**src/rtl/ranb_pkg.sv**
```systemverilog
// ----------------------------------------------------------------------------
// ranb_pkg
// Types and constants of the row-aligned nonzero balancer.
// ----------------------------------------------------------------------------
package ranb_pkg;

   localparam int unsigned WORD_W   = 32;
   localparam int unsigned PART_W   = 8;
   localparam int unsigned PCNT_W   = 9;
   localparam int unsigned CSR_IDX_W = 2;

   // register indexes of the configuration channel
   localparam logic [CSR_IDX_W-1:0] CSR_PART_COUNT = 2'd0;
   localparam logic [CSR_IDX_W-1:0] CSR_TOTAL_NNZ  = 2'd1;

   localparam logic [WORD_W-1:0] SAT_MAX = {WORD_W{1'b1}};

   // one result record
   typedef struct packed {
      logic                run_end;
      logic                unsorted_error;
      logic [WORD_W-1:0]   part_nonzeros;
      logic [WORD_W-1:0]   part_rows;
      logic [WORD_W-1:0]   part_start;
      logic [PART_W-1:0]   part_index;
   } rec_type;

   function automatic logic [WORD_W-1:0] sat_add(input logic [WORD_W-1:0] a,
                                                 input logic [WORD_W-1:0] b);
      logic [WORD_W:0] s;
      s = {1'b0, a} + {1'b0, b};
      return s[WORD_W] ? SAT_MAX : s[WORD_W-1:0];
   endfunction

endpackage

```
**src/rtl/row_aligned_nnz_balancer.sv**
```systemverilog
// ----------------------------------------------------------------------------
// row_aligned_nnz_balancer
// Greedy split of a row-sorted nonzero stream into row-aligned parts.
// ----------------------------------------------------------------------------
// an item is held in the input register, then its records enter the rsp_ queue
// throughput: one item per cycle, limited by a 4-entry record queue that
//    needs room for the two records one item can produce
// a listed csr write starts a bit-serial quotient; req_ and csr_ stall meanwhile
// reset: synchronous, active high; part_count 1, total_nnz 0, quota 0, run idle
module row_aligned_nnz_balancer
   import ranb_pkg::*;
#(
   parameter int unsigned MAX_PARTS = 256
) (
   input  logic                  clock,
   input  logic                  reset,
   // input items
   input  logic                  req_tvalid,
   output logic                  req_tready,
   input  logic [31:0]           req_tdata,   // [31:0] row_index
   input  logic                  req_tlast,   // is_final
   // result records
   output logic                  rsp_tvalid,
   input  logic                  rsp_tready,
   output logic [103:0]          rsp_tdata,   // [7:0] part_index, [39:8] part_start,
                                              // [71:40] part_rows, [103:72] part_nonzeros
   output logic [0:0]            rsp_tuser,   // [0] unsorted_error
   output logic                  rsp_tlast,   // run_end
   // configuration writes
   input  logic                  csr_valid,
   output logic                  csr_ready,
   input  logic [CSR_IDX_W-1:0]  csr_index,
   input  logic [31:0]           csr_wdata
);

   // effective part limit: min(MAX_PARTS, 256)
   localparam int unsigned LIM_INT = (MAX_PARTS < 256) ? MAX_PARTS : 256;
   localparam logic [PCNT_W-1:0] PART_LIMIT = PCNT_W'(LIM_INT);
   localparam int unsigned Q_DEPTH = 4;
   localparam int unsigned Q_PTR_W = $clog2(Q_DEPTH);
   localparam int unsigned DIV_STEPS = WORD_W;
   localparam int unsigned DIV_CNT_W = $clog2(DIV_STEPS + 1);

   // ---------------------------------------------------------------------
   // configuration registers and the quotient unit
   // ---------------------------------------------------------------------
   logic [PCNT_W-1:0]     part_count_ff, part_count_in;
   logic [WORD_W-1:0]     total_nnz_ff, total_nnz_in;
   logic [WORD_W-1:0]     quota_ff, quota_in;
   logic                  div_busy_ff, div_busy_in;
   logic [WORD_W-1:0]     div_num_ff, div_num_in;   // dividend, quotient shifts in
   logic [PCNT_W-1:0]     div_den_ff, div_den_in;
   logic [PCNT_W-1:0]     div_rem_ff, div_rem_in;
   logic [DIV_CNT_W-1:0]  div_cnt_ff, div_cnt_in;

   logic                  csr_xfer;
   logic                  csr_hit;
   logic [PCNT_W-1:0]     eff_parts;      // clamped count of the live register
   logic [PCNT_W-1:0]     new_eff;        // clamped count after this write
   logic [PCNT_W-1:0]     new_pcount;
   logic [PCNT_W:0]       div_trial;

   function automatic logic [PCNT_W-1:0] clamp_parts(input logic [PCNT_W-1:0] n);
      logic [PCNT_W-1:0] r;
      r = n;
      if (r == '0) r = PCNT_W'(1);
      if (r > PART_LIMIT) r = PART_LIMIT;
      return r;
   endfunction

   assign csr_ready = !div_busy_ff;
   assign csr_xfer  = csr_valid && csr_ready;
   assign csr_hit   = csr_xfer &&
                      ((csr_index == CSR_PART_COUNT) || (csr_index == CSR_TOTAL_NNZ));
   assign eff_parts = clamp_parts(part_count_ff);

   always_comb begin
      part_count_in = part_count_ff;
      total_nnz_in  = total_nnz_ff;
      quota_in      = quota_ff;
      div_busy_in   = div_busy_ff;
      div_num_in    = div_num_ff;
      div_den_in    = div_den_ff;
      div_rem_in    = div_rem_ff;
      div_cnt_in    = div_cnt_ff;
      new_pcount    = part_count_ff;
      new_eff       = eff_parts;
      div_trial     = {div_rem_ff, div_num_ff[WORD_W-1]};

      if (csr_hit) begin
         if (csr_index == CSR_PART_COUNT) begin
            new_pcount    = csr_wdata[PCNT_W-1:0];
            part_count_in = new_pcount;
            div_num_in    = total_nnz_ff;
         end else begin
            total_nnz_in  = csr_wdata;
            div_num_in    = csr_wdata;
         end
         new_eff     = clamp_parts(new_pcount);
         div_den_in  = new_eff;
         div_rem_in  = '0;
         div_cnt_in  = '0;
         div_busy_in = 1'b1;
      end else if (div_busy_ff) begin
         // one restoring step per cycle
         if (div_trial >= {1'b0, div_den_ff}) begin
            div_rem_in = PCNT_W'(div_trial - {1'b0, div_den_ff});
            div_num_in = {div_num_ff[WORD_W-2:0], 1'b1};
         end else begin
            div_rem_in = div_trial[PCNT_W-1:0];
            div_num_in = {div_num_ff[WORD_W-2:0], 1'b0};
         end
         div_cnt_in = div_cnt_ff + DIV_CNT_W'(1);
         if (div_cnt_ff == DIV_CNT_W'(DIV_STEPS - 1)) begin
            div_busy_in = 1'b0;
            quota_in    = div_num_in;
         end
      end
   end

   // ---------------------------------------------------------------------
   // input register
   // ---------------------------------------------------------------------
   logic               in_valid_ff, in_valid_in;
   logic [WORD_W-1:0]  in_row_ff, in_row_in;
   logic               in_fin_ff, in_fin_in;
   logic               req_xfer;
   logic               consume;

   logic [Q_PTR_W:0]   q_count_ff, q_count_in;

   // process the held item when the queue can take two records
   assign consume    = in_valid_ff && (q_count_ff <= (Q_PTR_W+1)'(Q_DEPTH - 2));
   assign req_tready = !div_busy_ff && (!in_valid_ff || consume);
   assign req_xfer   = req_tvalid && req_tready;

   always_comb begin
      in_valid_in = in_valid_ff;
      in_row_in   = in_row_ff;
      in_fin_in   = in_fin_ff;
      if (req_xfer) begin
         in_valid_in = 1'b1;
         in_row_in   = req_tdata;
         in_fin_in   = req_tlast;
      end else if (consume) begin
         in_valid_in = 1'b0;
      end
   end

   // ---------------------------------------------------------------------
   // partition state and record generation
   // ---------------------------------------------------------------------
   logic [WORD_W-1:0]  prev_row_ff, prev_row_in;
   logic [PART_W-1:0]  cur_part_ff, cur_part_in;
   logic [WORD_W-1:0]  nnz_ff, nnz_in;
   logic [WORD_W-1:0]  rows_ff, rows_in;
   logic [WORD_W-1:0]  offset_ff, offset_in;
   logic               awaiting_ff, awaiting_in;
   logic               aborted_ff, aborted_in;

   rec_type            rec [2];
   logic [1:0]         rec_n;
   logic [PCNT_W-1:0]  last_part;
   logic               went_down;

   assign last_part = eff_parts - PCNT_W'(1);

   always_comb begin
      prev_row_in = prev_row_ff;
      cur_part_in = cur_part_ff;
      nnz_in      = nnz_ff;
      rows_in     = rows_ff;
      offset_in   = offset_ff;
      awaiting_in = awaiting_ff;
      aborted_in  = aborted_ff;
      rec[0]      = '0;
      rec[1]      = '0;
      rec_n       = 2'd0;
      went_down   = 1'b0;

      if (consume) begin
         if (aborted_ff) begin
            // drop items until the final one re-arms the run
            if (in_fin_ff) begin
               aborted_in = 1'b0;
            end
         end else begin
            if (awaiting_ff) begin
               awaiting_in = 1'b0;
               cur_part_in = '0;
               offset_in   = '0;
               rows_in     = WORD_W'(1);
               nnz_in      = WORD_W'(1);
            end else if (in_row_ff == prev_row_ff) begin
               nnz_in = sat_add(nnz_ff, WORD_W'(1));
            end else if (in_row_ff > prev_row_ff) begin
               if ((nnz_ff < quota_ff) || ({1'b0, cur_part_ff} >= last_part)) begin
                  nnz_in  = sat_add(nnz_ff, WORD_W'(1));
                  rows_in = sat_add(rows_ff, WORD_W'(1));
               end else begin
                  // quota met at a row boundary: close the part
                  rec[0].part_index    = cur_part_ff;
                  rec[0].part_start    = offset_ff;
                  rec[0].part_rows     = rows_ff;
                  rec[0].part_nonzeros = nnz_ff;
                  rec_n                = 2'd1;
                  offset_in   = sat_add(offset_ff, nnz_ff);
                  cur_part_in = cur_part_ff + PART_W'(1);
                  rows_in     = WORD_W'(1);
                  nnz_in      = WORD_W'(1);
               end
            end else begin
               // row index went down: error record, then abort unless final
               went_down             = 1'b1;
               rec[0]                = '0;
               rec[0].unsorted_error = 1'b1;
               rec[0].run_end        = in_fin_ff;
               rec_n                 = 2'd1;
               aborted_in            = !in_fin_ff;
            end

            if (!went_down) begin
               prev_row_in = in_row_ff;
               if (in_fin_ff) begin
                  rec[rec_n[0]].part_index    = cur_part_in;
                  rec[rec_n[0]].part_start    = offset_in;
                  rec[rec_n[0]].part_rows     = rows_in;
                  rec[rec_n[0]].part_nonzeros = nnz_in;
                  rec[rec_n[0]].run_end       = 1'b1;
                  rec_n                       = rec_n + 2'd1;
               end
            end
         end

         // end of run (normal, or error on the final item, or final while aborted)
         if (in_fin_ff) begin
            prev_row_in = '0;
            cur_part_in = '0;
            nnz_in      = '0;
            rows_in     = '0;
            offset_in   = '0;
            awaiting_in = 1'b1;
            aborted_in  = 1'b0;
         end
      end
   end

   // ---------------------------------------------------------------------
   // record queue feeding rsp_
   // ---------------------------------------------------------------------
   rec_type               q_mem [Q_DEPTH];
   logic [Q_PTR_W-1:0]    q_head_ff, q_head_in;
   logic [Q_PTR_W-1:0]    q_tail_ff, q_tail_in;
   logic                  rsp_xfer;
   rec_type               q_out;

   assign q_out      = q_mem[q_head_ff];
   assign rsp_tvalid = (q_count_ff != '0);
   assign rsp_xfer   = rsp_tvalid && rsp_tready;
   assign rsp_tdata  = {q_out.part_nonzeros, q_out.part_rows, q_out.part_start,
                        q_out.part_index};
   assign rsp_tuser  = q_out.unsorted_error;
   assign rsp_tlast  = q_out.run_end;

   always_comb begin
      q_head_in  = q_head_ff + Q_PTR_W'(rsp_xfer);
      q_tail_in  = q_tail_ff + Q_PTR_W'(rec_n);
      q_count_in = q_count_ff + (Q_PTR_W+1)'(rec_n) - (Q_PTR_W+1)'(rsp_xfer);
   end

   always_ff @(posedge clock) begin
      if (rec_n != 2'd0) begin
         q_mem[q_tail_ff] <= rec[0];
      end
      if (rec_n == 2'd2) begin
         q_mem[q_tail_ff + Q_PTR_W'(1)] <= rec[1];
      end
   end

   // ---------------------------------------------------------------------
   // registers
   // ---------------------------------------------------------------------
   always_ff @(posedge clock) begin
      if (reset) begin
         part_count_ff <= PCNT_W'(1);
         total_nnz_ff  <= '0;
         quota_ff      <= '0;
         div_busy_ff   <= 1'b0;
         in_valid_ff   <= 1'b0;
         prev_row_ff   <= '0;
         cur_part_ff   <= '0;
         nnz_ff        <= '0;
         rows_ff       <= '0;
         offset_ff     <= '0;
         awaiting_ff   <= 1'b1;
         aborted_ff    <= 1'b0;
         q_head_ff     <= '0;
         q_tail_ff     <= '0;
         q_count_ff    <= '0;
      end else begin
         part_count_ff <= part_count_in;
         total_nnz_ff  <= total_nnz_in;
         quota_ff      <= quota_in;
         div_busy_ff   <= div_busy_in;
         in_valid_ff   <= in_valid_in;
         prev_row_ff   <= prev_row_in;
         cur_part_ff   <= cur_part_in;
         nnz_ff        <= nnz_in;
         rows_ff       <= rows_in;
         offset_ff     <= offset_in;
         awaiting_ff   <= awaiting_in;
         aborted_ff    <= aborted_in;
         q_head_ff     <= q_head_in;
         q_tail_ff     <= q_tail_in;
         q_count_ff    <= q_count_in;
      end
   end

   // payload of the input stage and the quotient datapath
   always_ff @(posedge clock) begin
      in_row_ff  <= in_row_in;
      in_fin_ff  <= in_fin_in;
      div_num_ff <= div_num_in;
      div_den_ff <= div_den_in;
      div_rem_ff <= div_rem_in;
      div_cnt_ff <= div_cnt_in;
   end

   // ---------------------------------------------------------------------
   // assertions
   // ---------------------------------------------------------------------
   a_queue_bound: assert property (@(posedge clock) disable iff (reset)
      q_count_ff <= (Q_PTR_W+1)'(Q_DEPTH))
      else $error("record queue overflow");

   a_no_item_while_div: assert property (@(posedge clock) disable iff (reset)
      div_busy_ff |-> !req_xfer)
      else $error("input taken while quota is being computed");

   a_abort_not_armed: assert property (@(posedge clock) disable iff (reset)
      !(aborted_ff && awaiting_ff))
      else $error("aborted run marked as awaiting first item");

   a_error_aborts: assert property (@(posedge clock) disable iff (reset)
      (went_down && consume && !in_fin_ff) |=> aborted_ff)
      else $error("decreasing row did not abort the run");

   a_final_rearms: assert property (@(posedge clock) disable iff (reset)
      (consume && in_fin_ff) |=> (awaiting_ff && !aborted_ff && (nnz_ff == '0)))
      else $error("final item did not re-arm the run");

endmodule

```
**config.mk**
```make
export PLATFORM = sky130hd
export DESIGN_NAME = row_aligned_nnz_balancer
export DESIGN_NICKNAME = d
export VERILOG_FILES = /design/src/rtl/ranb_pkg.sv /design/src/rtl/row_aligned_nnz_balancer.sv
export SDC_FILE = /design/constraint.sdc
export NUM_CORES = 2
export LEC_CHECK = 0
export BUFFER_PORTS_ARGS = -buffer_cell sky130_fd_sc_hd__buf_4
export CORE_AREA = 5 5 359 326
export DETAILED_ROUTE_END_ITERATION = 8
export DIE_AREA = 0 0 364 331
export HOLD_SLACK_MARGIN = 0.06
export MAX_ROUTING_LAYER = met4
export PLACE_DENSITY = 0.56
export SYNTH_ARGS = -nofsm -noshare
export SYNTH_HDL_FRONTEND = slang
export SYNTH_SLANG_ARGS = --single-unit
```
**constraint.sdc**
```tcl
create_clock -name clock -period 22.3 [get_ports clock]
set_clock_uncertainty 0.15 [all_clocks]
set_input_delay 1.115 -clock clock [delete_from_list [all_inputs] [get_ports clock]]
set_output_delay 1.115 -clock clock [all_outputs]
set_load 0.02 [all_outputs]
```
After elaboration in Yosys (flattened, before gate mapping)
Memories as Yosys holds them, arrays and structs flattened. A register that Yosys moved wholly into a read port is not among the register bits.
Cells that the tools add are included.
- register bits: 309
- bits in writable memories: 424
- memories kept: 1
- output and inout port bits: 109
- eq/ne operators: 6
- reductions and logical operators: 23
- muxes and demuxes: 107
- $lt $le $gt $ge: 9
- bitwise logic cells: 2
- add/sub/neg operators: 13
- memories (name ; words ; width ; read ports ; clocked after Yosys merged registers in ; write ports ; line ; text):
    q_mem ; 4 ; 106 ; 1 ; 1 ; 2 ; row_aligned_nnz_balancer.sv:251 ; rec_type q_mem [Q_DEPTH];
- operator list (operator ; number):
    $bwmux W212 ; 5
    $mux W32 ; 33
    $mux W212 ; 4
    $demux W106 S1 ; 5
    $mux W106 ; 5
    $mux W104 ; 3
    $mux W72 ; 1
    $mux W8 ; 9
    $add A32 B1 Y33 const B ; 2
    $mux W9 ; 7
    $mux W40 ; 1
    $add A32 B32 Y33 ; 1
    $eq A32 B32 Y1 ; 1
    $gt A32 B32 Y1 ; 1
    $lt A32 B32 Y1 ; 1
    $mux W1 ; 23
    $mux W2 ; 11
    $gt A9 B9 Y1 const B ; 2
    $logic_not A9 Y1 ; 2
    $ge A10 B9 Y1 ; 1
    $ge A8 B9 Y1 ; 1
    $sub A9 B1 Y9 const B ; 1
    $sub A9 B9 Y9 ; 1
    $add A8 B1 Y8 const B ; 1
    23 further kinds ; 38

Depth between registers and ports, before layout
- depth in word-level cells: 27
- gate-level depth with buffers: 25
- depth with buffers taken out: 24

Worst setup path before layout
Ideal clock, no wire load.
- path type: reg2reg
- start point: reg part_count_ff[1]
- end point: mem q_mem[2][0] (netlist name), enable pin
- setup slack: 6881 ps
- setup time: 869 ps
- stages on the path, launching flop included: 20
- period minus slack after synthesis: 15419 ps
- data arrival time: 14400 ps
- cells stage by stage: dfxtp_1 > nor4_1 > nand2_1 > nor2_1 > o21ai_0 > ha_1 > o21ai_2 > nor3_1 > o32a_1 > ha_1 > o2111ai_1 > o21ai_0 > nand2_1 > buf_2 > a21oi_1 > nor2_1 > ha_1 > nor2_1 > a21oi_1 > nor4b_1
- RTL lines (item ; line ; text):
    start: declaration ; row_aligned_nnz_balancer.sv:47 ; logic [PCNT_W-1:0] part_count_ff, part_count_in;
    start signal: assignment ; row_aligned_nnz_balancer.sv:301 ; part_count_ff <= part_count_in;
    end: declaration ; row_aligned_nnz_balancer.sv:251 ;

==> results.md <==
- Status: complete, no violations
- Clock tree root driver cell: clkbuf_16
- Core area: approximately 110000 µm²
- Routability cong.: between 0.9 and 1
- Post-synth ARST share: 0%
- Worst-margin pin slew: 1.34 ns
- Synth Area per Inst: between 10 and 15 µm²
- Crit path kind: flip-flop to flip-flop
- Starting Density: between 30% and 40%
- Max cap viols: 0
- Worst path bufs/invs: 2
- Clock latency on the worst-skew pair: 0.69 ns
- Mapped Cells: between 3000 and 4000
- Global routing usage on met3: ~5.0%
- Postcts setup bufs: 0
- Synth Warn #: 0
- Clock sink count: 733
- Pins Over Slew Limit: 0
- Met1 Track Usage GR: a little under a third
- Die Height: around 330 µm
- Post-synthesis register bit count: between 700 and 800
- Syn nets: approximately 4000
- Worst hold start: total_nnz_ff[16]$_SDFFE_PP0P_
- Sequential-to-total area share from yosys stat: between 50 and 60%
- Hold Violations, Final: 0
- Arr. time, crit path: roughly 7.3 ns
- Layout fillers: 10900
- CP cell instances: nor4_1, nand2_1, nor2_1, o21ai_0, ha_1, o21ai_2, nor3_1, o32a_1, ha_1, o2111ai_1, o21ai_0, nand2_1, buf_4, a21oi_1, nor2_1, ha_1, nand2b_1, or3_1, nor3_4, buf_4, nand2_1, o21ai_1, a22o_1
- Grt ovf: 0
- GRT busiest layer: met2
- Hold_buf cts: 0
- First-pass iteration count of the detailed router: 8
- Slowest-stage cell, CP: o21ai_1
- Top cells by area, synth: edfxtp_1 (38%), dfxtp_1 (12%), mux4_2 (6.1%)
- Wire length of the first global-routing pass: about 200000 µm
- Synth cell types: 94
- Initial DRC Count: roughly 3700
- Fmax: 0.145 GHz
- # IOs: 181
- Worst path max stage delay: 0.72 ns
- DR WL/cell: around 24 µm
- Peak supply drop: between 0.00006 and 0.00007 V
- Nets@finish: a little over 4000
- Finished layout cell area: ~45000 µm²
- Global routing usage on met2: between 30% and 40%
- Gr usage total: 22.1%
- Htree depth: 3
- Worst Setup SP: part_count_ff[2]$_SDFFE_PP0P_
- Main synth FF type: edfxtp_1
- Ratio of cells with drive above 1 in the final layout: 14.6%
- Post-Syn Area: between 30000 and 40000 µm²
- Largest net degree at the start of global routing: 80
- Initial antenna violation count: 4
- RSZ-0062 raised after global routing: no
- Via count: approximately 32000
- Crit end category: flip-flop
- Number of global-route vias before repair: between 20000 and 30000
- PwrDens: between 80 and 90 nW/µm²
- Setup violators final: 0
- Yosys top cell by area: edfxtp_1
- Worst Setup Start Kind: flip-flop
- Row cnt: 117
- Clock transition at the registers of the reported paths: 0.06 ns
- Final TNS setup: 0 ns
- Post-route setup slack: about 15 ns
- Num CTS Buffers: between 80 and 90
- CTS tree: done
- Place WS: ~16 ns
- Count leader, synth: nand2_1
- P_leak: 15.1 nW
- Clk buf depth: 3
- Placed Instance Area: approximately 42000 µm²
- Worst Path Max Fanout: 33
- Area Overhead vs Synth: 14.2%
- DPL Wire Length: approximately 90000 µm
- Delay-heaviest family, CP: compound AO/OA/AOI/OAI gates
- Crit share post-route: between 30 and 40%
- Vias/cell: just under 6
- Final WL: 133000 µm
- Antenna viol nets, final: 0
- Port Buffers: 180
- List of most frequent post-synthesis cells: nand2_1 (505), edfxtp_1 (498), nor2_1 (338)
- Die area: between 100000 and 150000 µm²
- Worst endpoint required time: roughly 23 ns
- FF-to-FF Start: part_count_ff[2]$_SDFFE_PP0P_
- Max_slew headroom: between 10% and 20%
- Number of remaining DRC errors: 0
- Min-delay worst type: flip-flop to flip-flop
- # resized after CTS: 0
- Post-synth EDFFs: 498
- Die width: ~360 µm
- Top-area cell type share of the netlist area: approximately two fifths
- Crit path time final: 6.90 ns
tightest hold or removal path: cells and delay by family, from the launching register on:
| family | cells | cell delay (ns) |
|---|---|---|
| compound gates | 1 | 0.05 |
| flops | 1 | 0.30 |
| simple gates | 1 | 0.05 |
routing by layer:
layer  vias to the layer above  wire (µm)  share of wire [%]
li1                      14400          -                  -
met4                         0       3810                2.9
met5                         -          0                  0
met1                     15400      59100                 45
met2                      1564      56800                 43
met3                       222      13100                9.9
power breakdown:
part	internal [mW]	switching, mW
sequential	1.52	0.0478
clock	0.800	0.603
combinational	0.345	0.561
total	2.66	1.21
stage by stage:
step | util [%] | total power [mW] | instances | hold slack, ns
floorplan | - | 2.16 | 3808 | 0.286
global placement | 37.2 | 2.50 | 5280 | 0.293
finish | 39.7 | 3.87 | 5435 | 0.302
CTS | 39.7 | 3.91 | 5434 | 0.305
detailed placement | 37.2 | 2.50 | 5280 | 0.297
global route | 39.7 | 4.02 | 5435 | 0.319
cell type report:
type                            instances  area, µm²  share of cell area (%)
Sequential cell                       733      19700                    44.0
Multi-Input combinational cell       2687      18000                    40.3
Clock buffer                          109       2270                    5.09
Timing Repair Buffer                  257       1930                    4.33
Tap cell                             1487       1860                    4.17
Clock inverter                         45        504                    1.13
Inverter                              116        435                   0.975
Antenna cell                            1       2.50                 0.00560
cells by family after synthesis:
kind of cell	count (synthesis)	share of synthesized area [%]
multiplexers	124	6.57
AO/OA/AOI/OAI	1023	17.5
AND/OR/NAND/NOR	1357	16.1
adder cells (fa/ha/maj)	127	4.12
XOR/XNOR	56	1.25
buffers and inverters	388	4.18
flip-flops	733	50.3
cells in the final DEF (no fill, tap or decap), types with 13 or more instances in the layout:
cell type  synthesis  routed
a211oi_1          44      43
a21o_1            37      37
a21oi_1          274     272
a22o_1            47      47
a22oi_1           94      94
a31oi_1           65      65
a32o_1            27      27
a32oi_1           13      13
and2_1           139     139
and3_1            25      25
buf_4              4     256
clkbuf_1         188      16
clkbuf_16          0      84
dfxtp_1          235     232
edfxtp_1         498     498
ha_1             124     124
inv_1            116     116
mux2i_1           17      17
mux4_2           106     106
nand2_1          505     504
nand2b_1          22      22
nand3_1           70      70
nand4_1           36      36
nor2_1           338     333
nor2b_1           13      13
nor3_1           113     106
nor4_1            19      18
o211ai_1          18      18
o21ai_0          168     166
o221ai_1          16      16
o22ai_1           49      49
o2bb2ai_1         15      15
o31ai_1           22      22
or3_1             22      20
xnor2_1           27      27
xor2_1            29      29
flip-flops by register name (all words and copies together), names as in the netlist, 2 cells and up:
register,flops
cur_part_ff,8
div_cnt_ff,6
div_den_ff,9
div_num_ff,32
div_rem_ff,9
in_row_ff,32
nnz_ff,32
offset_ff,32
part_count_ff,9
prev_row_ff,32
q_count_ff,3
q_head_ff,2
q_mem,424
q_tail_ff,2
quota_ff,32
rows_ff,32
total_nnz_ff,32
final timing paths:
| kind | to | slack, ns | cells past startpoint |
|---|---|---|---|
| setup / recovery | q_mem[1][31]$_DFFE_PP_ | 15.40 | 23 |
| hold / removal | total_nnz_ff[16]$_SDFFE_PP0P_ | 0.30 | 2 |
| setup reg to reg | q_mem[1][31]$_DFFE_PP_ | 15.40 | 23 |
| hold reg to reg | total_nnz_ff[16]$_SDFFE_PP0P_ | 0.30 | 2 |
No activity file was read; power rests on OpenSTA's default activity.
